## src/rtl/dual_pwm_feedback_angle_decoder_defines.svh

```systemverilog
// assertion macros for the dual pwm feedback angle decoder
// used by the top level; expects clk and arst_n in scope
`ifndef DUAL_PWM_FEEDBACK_ANGLE_DECODER_DEFINES_SVH
`define DUAL_PWM_FEEDBACK_ANGLE_DECODER_DEFINES_SVH

// same-cycle implication
`define DPFAD_ASSERT_IMP(lbl, a, c) \
	lbl: assert property (@(posedge clk) disable iff (!arst_n) (a) |-> (c)) \
		else $error("assertion failed");

// next-cycle implication
`define DPFAD_ASSERT_NXT(lbl, a, c) \
	lbl: assert property (@(posedge clk) disable iff (!arst_n) (a) |=> (c)) \
		else $error("assertion failed");

`endif

```

## src/rtl/dpfad_pkg.sv

```systemverilog
// shared types and constants for the dual pwm feedback angle decoder
// no dependencies
package dpfad_pkg;

	localparam int CAP_W       = 11;
	localparam int TICKS_W     = 19;
	localparam int ANGLE_W     = 18;
	localparam int TICKS_MAX   = 524287;
	localparam int ANGLE_MAX   = 131071;

	localparam int TIMER_PERIOD_DEF = 1099;
	localparam int WRAP_LIMIT_DEF   = 255;
	localparam int QUEUE_DEPTH_DEF  = 2;

	// angle = ((pct*3600) - 10440) / 898, truncated toward zero
	localparam int PCT_SCALE = 100;
	localparam int ANG_MUL   = 3600;
	localparam int ANG_OFS   = 10440;
	localparam int ANG_DIV   = 898;
	localparam int ANG_DIV_W = 10;

	typedef enum logic [1:0] {
		ACT_WRAP  = 2'd0,
		ACT_EDGE1 = 2'd1,
		ACT_EDGE2 = 2'd2,
		ACT_NONE  = 2'd3
	} action_t;

endpackage

```

## src/rtl/dpfad_fifo.sv

```systemverilog
// small register queue between the front and back parts
// depends on nothing but its parameters
module dpfad_fifo #(
	parameter int WIDTH = 8,
	parameter int DEPTH = 2
) (
	input  logic             clk,
	input  logic             arst_n,
	input  logic             push,
	input  logic [WIDTH-1:0] wdata,
	output logic             full,
	input  logic             pop,
	output logic [WIDTH-1:0] rdata,
	output logic             empty
);

	localparam int AW = (DEPTH > 1) ? $clog2(DEPTH) : 1;
	localparam int CW = $clog2(DEPTH + 1);

	logic [WIDTH-1:0] mem_q [DEPTH];
	logic [AW-1:0]    wr_ptr_q;
	logic [AW-1:0]    rd_ptr_q;
	logic [CW-1:0]    cnt_q;

	assign full  = (cnt_q == CW'(DEPTH));
	assign empty = (cnt_q == '0);
	assign rdata = mem_q[rd_ptr_q];

	always_ff @(posedge clk) begin
		if (push && !full) begin
			mem_q[wr_ptr_q] <= wdata;
		end
	end

	always_ff @(posedge clk or negedge arst_n) begin
		if (!arst_n) begin
			wr_ptr_q <= '0;
			rd_ptr_q <= '0;
			cnt_q    <= '0;
		end else begin
			if (push && !full) begin
				wr_ptr_q <= (wr_ptr_q == AW'(DEPTH - 1)) ? '0 : wr_ptr_q + 1'b1;
			end
			if (pop && !empty) begin
				rd_ptr_q <= (rd_ptr_q == AW'(DEPTH - 1)) ? '0 : rd_ptr_q + 1'b1;
			end
			if ((push && !full) && !(pop && !empty)) begin
				cnt_q <= cnt_q + 1'b1;
			end else if (!(push && !full) && (pop && !empty)) begin
				cnt_q <= cnt_q - 1'b1;
			end
		end
	end

endmodule

```

## src/rtl/dpfad_div.sv

```systemverilog
// divide by a constant through a reciprocal multiply, quotient registered in the cycle after start
// depends on nothing but its parameters
module dpfad_div #(
	parameter int DW      = 26,
	parameter int DIVISOR = 3
) (
	input  logic          clk,
	input  logic          arst_n,
	input  logic          start,
	input  logic [DW-1:0] dividend,
	output logic          done,
	output logic [DW-1:0] quotient
);

	// exact for every dividend below 2**DW
	localparam int SH = DW + $clog2(DIVISOR);
	localparam int MW = DW + 1;
	localparam int PW = DW + MW;
	localparam longint unsigned RECIP =
		((64'd1 << SH) + 64'(DIVISOR) - 64'd1) / 64'(DIVISOR);
	localparam logic [MW-1:0] RECIP_M = MW'(RECIP);

	logic [PW-1:0] prod_q;
	logic          done_q;

	assign done     = done_q;
	assign quotient = prod_q[SH +: DW];

	always_ff @(posedge clk) begin
		if (start) begin
			prod_q <= PW'(dividend) * PW'(RECIP_M);
		end
	end

	always_ff @(posedge clk or negedge arst_n) begin
		if (!arst_n) begin
			done_q <= 1'b0;
		end else begin
			done_q <= start;
		end
	end

endmodule

```

## src/rtl/dpfad_front.sv

```systemverilog
// front part: takes beats, keeps per-channel pulse state, queues closed pulses
// depends on dpfad_pkg
module dpfad_front
	import dpfad_pkg::*;
#(
	parameter int TIMER_PERIOD = TIMER_PERIOD_DEF,
	parameter int WRAP_LIMIT   = WRAP_LIMIT_DEF,
	parameter int END_W        = 32,
	parameter int WRAPS_W      = 8
) (
	input  logic                     clk,
	input  logic                     arst_n,
	input  logic                     accept,
	input  logic [1:0]               action,
	input  logic [CAP_W-1:0]         capture_value,
	output logic                     push,
	output logic [END_W+CAP_W:0]     entry
);

	logic               high_q  [2];
	logic [CAP_W-1:0]   start_q [2];
	logic [WRAPS_W-1:0] wraps_q [2];
	action_t            act;
	logic               ch;
	logic [END_W-1:0]   end_cnt;

	assign act     = action_t'(action);
	assign ch      = (act == ACT_EDGE2);
	assign end_cnt = END_W'(capture_value) + END_W'(TIMER_PERIOD) * END_W'(wraps_q[ch]);
	assign push    = accept && (act == ACT_EDGE1 || act == ACT_EDGE2) && high_q[ch];
	assign entry   = {ch, end_cnt, start_q[ch]};

	always_ff @(posedge clk or negedge arst_n) begin
		if (!arst_n) begin
			for (int i = 0; i < 2; i++) begin
				high_q[i]  <= 1'b0;
				start_q[i] <= '0;
				wraps_q[i] <= '0;
			end
		end else if (accept) begin
			unique case (act)
				ACT_WRAP: begin
					for (int i = 0; i < 2; i++) begin
						if (wraps_q[i] < WRAPS_W'(WRAP_LIMIT)) begin
							wraps_q[i] <= wraps_q[i] + 1'b1;
						end
					end
				end
				ACT_EDGE1, ACT_EDGE2: begin
					if (!high_q[ch]) begin
						high_q[ch]  <= 1'b1;
						start_q[ch] <= capture_value;
						wraps_q[ch] <= '0;
					end else begin
						high_q[ch] <= 1'b0;
					end
				end
				ACT_NONE: begin
				end
			endcase
		end
	end

endmodule

```

## src/rtl/dpfad_back.sv

```systemverilog
// back part: width, percent and angle through two reciprocal dividers, output register
// depends on dpfad_pkg and dpfad_div
module dpfad_back
	import dpfad_pkg::*;
#(
	parameter int TIMER_PERIOD = TIMER_PERIOD_DEF,
	parameter int END_W        = 32
) (
	input  logic                 clk,
	input  logic                 arst_n,
	input  logic                 empty,
	input  logic [END_W+CAP_W:0] entry,
	output logic                 pop,
	output logic                 out_valid,
	input  logic                 out_ready,
	output logic                 out_channel,
	output logic [TICKS_W-1:0]   out_ticks,
	output logic [ANGLE_W-1:0]   out_angle
);

	localparam int PCT_W   = $clog2(PCT_SCALE * TICKS_MAX / TIMER_PERIOD + 1);
	localparam int DVA_W   = TICKS_W + 7;
	// largest magnitude whose quotient does not exceed the positive angle limit
	localparam int SAT_MAG = (ANGLE_MAX + 1) * ANG_DIV - 1;
	localparam int DVB_W   = $clog2(SAT_MAG + 1);
	localparam int PROD_W  = (PCT_W + 12 > DVB_W) ? PCT_W + 12 : DVB_W;
	localparam int CMP_W   = (END_W > TICKS_W) ? END_W : TICKS_W;

	typedef enum logic [2:0] {
		ST_IDLE, ST_PCT, ST_PCT_W, ST_MUL, ST_ANG, ST_ANG_W, ST_OUT
	} state_t;

	state_t              state_q;
	logic                ch_q;
	logic [TICKS_W-1:0]  width_q;
	logic [PCT_W-1:0]    pct_q;
	logic [PROD_W-1:0]   prod_q;
	logic                neg_q;
	logic                pct_start_q;
	logic                ang_start_q;
	logic [DVA_W-1:0]    pct_dvd_q;
	logic [DVB_W-1:0]    ang_dvd_q;
	logic                pct_done;
	logic [DVA_W-1:0]    pct_quo;
	logic                ang_done;
	logic [DVB_W-1:0]    ang_quo;
	logic                e_ch;
	logic [END_W-1:0]    e_end;
	logic [CAP_W-1:0]    e_start;
	logic [CMP_W-1:0]    diff;
	logic [TICKS_W-1:0]  width_sat;
	logic                prod_neg;
	logic [PROD_W-1:0]   mag;
	logic [DVB_W-1:0]    mag_sat;
	logic [ANGLE_W-1:0]  angle;

	assign {e_ch, e_end, e_start} = entry;
	assign diff = CMP_W'(e_end) - CMP_W'(e_start);
	assign pop  = (state_q == ST_IDLE) && !empty;

	always_comb begin
		if (e_end < END_W'(e_start)) begin
			width_sat = '0;
		end else if (diff > CMP_W'(TICKS_MAX)) begin
			width_sat = TICKS_W'(TICKS_MAX);
		end else begin
			width_sat = diff[TICKS_W-1:0];
		end
	end

	assign prod_neg = (prod_q < PROD_W'(ANG_OFS));
	assign mag = prod_neg ? PROD_W'(ANG_OFS) - prod_q : prod_q - PROD_W'(ANG_OFS);
	assign mag_sat = (mag > PROD_W'(SAT_MAG)) ? DVB_W'(SAT_MAG) : mag[DVB_W-1:0];

	assign angle = neg_q ? ANGLE_W'(0) - ang_quo[ANGLE_W-1:0] : ang_quo[ANGLE_W-1:0];

	dpfad_div #(
		.DW     (DVA_W),
		.DIVISOR(TIMER_PERIOD)
	) u_pct_div (
		.clk     (clk),
		.arst_n  (arst_n),
		.start   (pct_start_q),
		.dividend(pct_dvd_q),
		.done    (pct_done),
		.quotient(pct_quo)
	);

	dpfad_div #(
		.DW     (DVB_W),
		.DIVISOR(ANG_DIV)
	) u_ang_div (
		.clk     (clk),
		.arst_n  (arst_n),
		.start   (ang_start_q),
		.dividend(ang_dvd_q),
		.done    (ang_done),
		.quotient(ang_quo)
	);

	always_ff @(posedge clk) begin
		unique case (state_q)
			ST_IDLE: begin
				ch_q    <= e_ch;
				width_q <= width_sat;
			end
			ST_PCT: begin
				pct_dvd_q <= DVA_W'(width_q) * DVA_W'(PCT_SCALE);
			end
			ST_PCT_W: begin
				pct_q <= pct_quo[PCT_W-1:0];
			end
			ST_MUL: begin
				prod_q <= PROD_W'(pct_q) * PROD_W'(ANG_MUL);
			end
			ST_ANG: begin
				neg_q     <= prod_neg;
				ang_dvd_q <= mag_sat;
			end
			ST_ANG_W: begin
			end
			ST_OUT: begin
			end
			default: begin
			end
		endcase
	end

	always_ff @(posedge clk or negedge arst_n) begin
		if (!arst_n) begin
			state_q     <= ST_IDLE;
			pct_start_q <= 1'b0;
			ang_start_q <= 1'b0;
			out_valid   <= 1'b0;
			out_channel <= 1'b0;
			out_ticks   <= '0;
			out_angle   <= '0;
		end else begin
			pct_start_q <= 1'b0;
			ang_start_q <= 1'b0;
			unique case (state_q)
				ST_IDLE: begin
					if (!empty) begin
						state_q <= ST_PCT;
					end
				end
				ST_PCT: begin
					pct_start_q <= 1'b1;
					state_q     <= ST_PCT_W;
				end
				ST_PCT_W: begin
					if (pct_done) begin
						state_q <= ST_MUL;
					end
				end
				ST_MUL: begin
					state_q <= ST_ANG;
				end
				ST_ANG: begin
					ang_start_q <= 1'b1;
					state_q     <= ST_ANG_W;
				end
				ST_ANG_W: begin
					if (ang_done) begin
						out_channel <= ch_q;
						out_ticks   <= width_q;
						out_angle   <= angle;
						out_valid   <= 1'b1;
						state_q     <= ST_OUT;
					end
				end
				ST_OUT: begin
					if (out_ready) begin
						out_valid <= 1'b0;
						state_q   <= ST_IDLE;
					end
				end
				default: begin
					state_q <= ST_IDLE;
				end
			endcase
		end
	end

endmodule

```

## src/rtl/dual_pwm_feedback_angle_decoder.sv

```systemverilog
// top level of the dual pwm feedback angle decoder
// depends on dpfad_pkg, dpfad_front, dpfad_fifo, dpfad_back and the defines header
//
// channel   bus      tdata                                  tuser
// input     s_axis   [10:0] capture_value                   [1:0] action
// output    m_axis   [18:0] pulse_ticks, [36:19] angle_deg  [0] channel
//
// wraps, first edges and unused codes are accepted while the queue has room
// with the back idle, a closing edge goes via the queue and ST_PCT to ST_ANG_W to m_axis
// the back pops a new closing edge only once m_axis takes a beat (two reciprocal divides)
// arst_n clears pulse state, the queue and the back sequencer
// a stalled m_axis holds its beat; the queue keeps s_axis moving until it is full
`include "dual_pwm_feedback_angle_decoder_defines.svh"

module dual_pwm_feedback_angle_decoder
	import dpfad_pkg::*;
#(
	parameter int TIMER_PERIOD = TIMER_PERIOD_DEF,
	parameter int WRAP_LIMIT   = WRAP_LIMIT_DEF,
	parameter int QUEUE_DEPTH  = QUEUE_DEPTH_DEF
) (
	input  logic        clk,
	input  logic        arst_n,
	input  logic        s_axis_tvalid,
	output logic        s_axis_tready,
	input  logic [15:0] s_axis_tdata,  // capture_value
	input  logic [1:0]  s_axis_tuser,  // action
	output logic        m_axis_tvalid,
	input  logic        m_axis_tready,
	output logic [39:0] m_axis_tdata,  // pulse_ticks, angle_deg
	output logic        m_axis_tuser   // channel
);

	localparam int WRAPS_W = $clog2(WRAP_LIMIT + 1);
	localparam int PW      = $clog2(TIMER_PERIOD + 1) + WRAPS_W;
	localparam int END_W   = ((PW > CAP_W) ? PW : CAP_W) + 1;
	localparam int ENT_W   = END_W + CAP_W + 1;

	logic               accept;
	logic               fifo_push;
	logic [ENT_W-1:0]   fifo_wdata;
	logic               fifo_full;
	logic               fifo_pop;
	logic [ENT_W-1:0]   fifo_rdata;
	logic               fifo_empty;
	logic [TICKS_W-1:0] out_ticks;
	logic [ANGLE_W-1:0] out_angle;

	assign s_axis_tready = !fifo_full;
	assign accept        = s_axis_tvalid && s_axis_tready;
	assign m_axis_tdata  = {3'b000, out_angle, out_ticks};

	dpfad_front #(
		.TIMER_PERIOD(TIMER_PERIOD),
		.WRAP_LIMIT  (WRAP_LIMIT),
		.END_W       (END_W),
		.WRAPS_W     (WRAPS_W)
	) u_front (
		.clk          (clk),
		.arst_n       (arst_n),
		.accept       (accept),
		.action       (s_axis_tuser),
		.capture_value(s_axis_tdata[CAP_W-1:0]),
		.push         (fifo_push),
		.entry        (fifo_wdata)
	);

	dpfad_fifo #(
		.WIDTH(ENT_W),
		.DEPTH(QUEUE_DEPTH)
	) u_fifo (
		.clk   (clk),
		.arst_n(arst_n),
		.push  (fifo_push),
		.wdata (fifo_wdata),
		.full  (fifo_full),
		.pop   (fifo_pop),
		.rdata (fifo_rdata),
		.empty (fifo_empty)
	);

	dpfad_back #(
		.TIMER_PERIOD(TIMER_PERIOD),
		.END_W       (END_W)
	) u_back (
		.clk        (clk),
		.arst_n     (arst_n),
		.empty      (fifo_empty),
		.entry      (fifo_rdata),
		.pop        (fifo_pop),
		.out_valid  (m_axis_tvalid),
		.out_ready  (m_axis_tready),
		.out_channel(m_axis_tuser),
		.out_ticks  (out_ticks),
		.out_angle  (out_angle)
	);

	`DPFAD_ASSERT_IMP(a_no_push_when_full, fifo_push, !fifo_full)
	`DPFAD_ASSERT_IMP(a_zero_width_angle, m_axis_tvalid && out_ticks == '0,
		out_angle == -ANGLE_W'(11))
	`DPFAD_ASSERT_IMP(a_negative_only_short, m_axis_tvalid && out_angle[ANGLE_W-1],
		(40'(out_ticks) * 40'(PCT_SCALE)) < 40'(3 * TIMER_PERIOD))
	`DPFAD_ASSERT_NXT(a_pop_starts_work, fifo_pop, !m_axis_tvalid)

endmodule
```

## config.mk

```make
export PLATFORM = sky130hd
export DESIGN_NAME = dual_pwm_feedback_angle_decoder
export DESIGN_NICKNAME = d
export VERILOG_FILES = /design/src/rtl/dpfad_pkg.sv /design/src/rtl/dpfad_fifo.sv /design/src/rtl/dpfad_div.sv /design/src/rtl/dpfad_front.sv /design/src/rtl/dpfad_back.sv /design/src/rtl/dual_pwm_feedback_angle_decoder.sv
export VERILOG_INCLUDE_DIRS = /design/src /design/src/rtl
export SDC_FILE = /design/constraint.sdc
export NUM_CORES = 2
export LEC_CHECK = 0
export CAP_MARGIN = 15
export CORE_UTILIZATION = 24
export CTS_BUF_LIST = sky130_fd_sc_hd__clkbuf_4
export DETAILED_ROUTE_END_ITERATION = 6
export DONT_BUFFER_PORTS = 1
export GPL_ROUTABILITY_DRIVEN = 0
export GPL_TIMING_DRIVEN = 0
export HOLD_SLACK_MARGIN = 0.08
export SLEW_MARGIN = 0
export SYNTH_ARGS = -nofsm -noshare
export SYNTH_HDL_FRONTEND = slang
export SYNTH_HIERARCHICAL = 1
export SYNTH_SLANG_ARGS = --single-unit
```

## constraint.sdc

```tcl
create_clock -name clk -period 10.57 [get_ports clk]
set_input_delay 0.5285 -clock clk [delete_from_list [all_inputs] [get_ports clk]]
set_output_delay 0.5285 -clock clk [all_outputs]
set_load 0.02 [all_outputs]
```

==> metrics.yaml <==
status:
  status: "complete, no violations"
timing:
  drv_slew: 0
  post-route-period-util: 0.780
  clock-skew-final_ns: 0.0901
  final.setup.tns_ns: 0
  hold-worst-slack_ns: 0.206
  max_freq_mhz: 121
  setup_viol: 0
  min_period_ns: 8.25
  hold_viol: 0
  relSlewSlack: 0.228
  tightest_slew_ns: 1.16
  grt_setup_unrepaired: "false"
min_path:
  hp-class: "primary input to async pin"
worst_setup_path:
  critical_path_required_ns: 11.10
  reg2reg_depth: 22
  r2r-end: "u_back/u_ang_div/prod_q[54]$_DFFE_PP_"
  crit_start: "u_back/ang_dvd_q[2]$_SDFFCE_PP1P_"
  regToRegSetupSlack_ns: 2.32
  setup.worst_path.start_class: "flip-flop"
  cp_slowest_cell: "edfxtp_1"
  max_stage_delay_ns: 1.11
  r2r-start: "u_back/ang_dvd_q[2]$_SDFFCE_PP1P_"
  path_max_fanout: 24
  cp.arrival_ns: 8.78
  worstPathCellList: "inv_1 > fa_1 > inv_1 > fa_1 > ha_1 > inv_1 > fa_1 > fa_1 > inv_1 > fa_1 > inv_1 > fa_1 > inv_1 > ha_1 > a21oi_1 > o21ai_0 > a2111oi_0 > o21ai_0 > a21o_2 > a21o_4 > a2111oi_1 > nor3_2"
  critical_path_class: "flip-flop to flip-flop"
  cp-endpoint: "u_back/u_ang_div/prod_q[54]$_DFFE_PP_"
  end_kind: "flip-flop"
die:
  core_um2: 172000
  rows: 152
  chipWidth_um: 418
  die_area_um2: 175000
  die_height_um: 418
  pin_count: 65
  initial_utilization: 0.242
global_routing:
  met3_usage: 0.0181
  antenna_found_initial: 3
  grt_util_met1: 0.132
  grt_busiest_layer: "met2"
  grt_max_degree: 91
  overflow: 0
  grt.total_usage: 0.107
  grt_pass1_wl_um: 149000
  grt_pass1_vias: 28388
  grt_use_met2: 0.188
synthesis:
  netlist_instances: 3883
  syn_area_um2: 41500
  avgSynthCellArea_um2: 10.7
  ys_warn_count: 6
detailed_routing:
  via_count: 26526
  wl_per_cell_um: 14.4
  drt-initial-drc-count: 1138
  viasPerCell: 4.15
  drc: 0
  final_antenna_net_count: 0
  wl_um: 91800
  dr.pass1.iters: 5
clock_network:
  clockBufferDepth: 3
  cts_setup_buffers: 0
  cts_tree: "done"
  h-tree-depth: 3
  cts_buffers: 82
  clkLatencyLatePin_ns: 0.88
  ctsHoldBuffers: 15
  cts.clk_slew.worst_paths_ns: 0.07
  cts_root_buf: "clkbuf_4"
  cts_resized: 0
  clock-sinks: 297
flow_run:
  drv_cap: 0
finish:
  area_growth_pct: 10.5
  nets: 5337
  final_cells: 6392
  drive_gt1_frac: 0.0755
  fin_util: 0.267
  fillCellCount: 18066
power:
  max-vdd-ir-drop_v: 0.000255
  p_per_area_nw_per_um2: 106
  power_leakage_nw: 22.8
  finalPower_mw: 4.85
placed_design:
  hpwl_um: 79100
  io_buffers: 0
  placedCellCount: 6225
-- cell type report --
class | count | area, µm² | share of cell area
Tap cell | 2310 | 2890 | 0.0630
Buffer | 45 | 302 | 0.00657
Inverter | 1092 | 4100 | 0.0893
Clock inverter | 34 | 199 | 0.00434
Timing Repair Buffer | 23 | 283 | 0.00616
Clock buffer | 115 | 863 | 0.0188
Sequential cell | 297 | 8470 | 0.185
Multi-Input combinational cell | 2473 | 28800 | 0.627
Antenna cell | 3 | 7.51 | 0.000164
-- metal layers --
metal | routed length [µm] | vias to the layer above
met5 | 0 | -
met4 | 2980 | 0
met3 | 4070 | 138
met2 | 45400 | 472
met1 | 39300 | 13129
li1 | - | 12787
-- power breakdown --
part           internal (mW)  switching (mW)
Sequential              1.56          0.0706
Clock                  0.537           0.519
Combinational          0.925            1.24
Total                   3.02            1.83
-- worst min path at each step --
stage               cells after the start                              end            start  slack (ns)
finish                                  2  u_front/start_q[13]$_DFFE_PN0P_           arst_n        0.21
CTS                                     5  u_front/wraps_q[14]$_DFFE_PN0P_  s_axis_tuser[1]        0.14
global placement                        0   u_front/start_q[7]$_DFFE_PN0P_           arst_n        0.24
floorplan                               0     u_back/ang_start_q$_DFF_PN0_           arst_n        0.23
detailed placement                      0   u_front/start_q[7]$_DFFE_PN0P_           arst_n        0.24
global route                            2   u_front/start_q[9]$_DFFE_PN0P_           arst_n        0.15
-- registers in the layout, summed over array words and instances (netlist names), 2 cells and up, named ones only --
| name | count |
|---|---|
| u_fifo/mem_q | 64 |
| u_back/ang_dvd_q | 24 |
| u_back/pct_dvd_q | 24 |
| u_back/prod_q | 24 |
| u_front/start_q | 22 |
| u_back/out_ticks | 19 |
| u_back/width_q | 19 |
| u_back/out_angle | 18 |
| u_back/u_ang_div/prod_q | 18 |
| u_back/pct_q | 16 |
| u_back/u_pct_div/prod_q | 16 |
| u_front/wraps_q | 16 |
| u_back/state_q | 3 |
| u_fifo/cnt_q | 2 |
-- through the flow --
step           cell area [µm²]  worst slack [ns]
5_1_grt                  45900              1.87
2_1_floorplan            41600              3.90
4_1_cts                  45900              2.23
3_3_place_gp             44500              2.37
3_5_place_dp             44600              2.32
6_report                 45900              2.32
-- worst max-delay path: cells and delay by family, from the launching register on --
family,cells,cell delay [ns]
fa+ha+maj,8,3.64
buf+inv,6,0.55
compound gates,7,2.57
simple gates,1,0.11
flops,1,1.11
-- cell usage in the layout, fill, tap and decap left out, drive strengths merged, types with 16 or more instances in the layout --
| master | n |
|---|---|
| inv | 1095 |
| ha | 695 |
| fa | 606 |
| edfxtp | 207 |
| clkbuf | 135 |
| o21ai | 123 |
| nand2 | 121 |
| a21oi | 104 |
| dfrtp | 90 |
| nor2 | 90 |
| mux2 | 83 |
| xnor2 | 80 |
| a21o | 62 |
| xor2 | 55 |
| nand3 | 47 |
| nor3 | 34 |
| buf | 34 |
| conb | 28 |
| a211oi | 28 |
| clkinv | 28 |
| and3 | 24 |
| nand4 | 20 |
| a31oi | 19 |
| nand2b | 17 |
| or3 | 16 |
| o31ai | 16 |
Power figures use the tool's default switching activity.
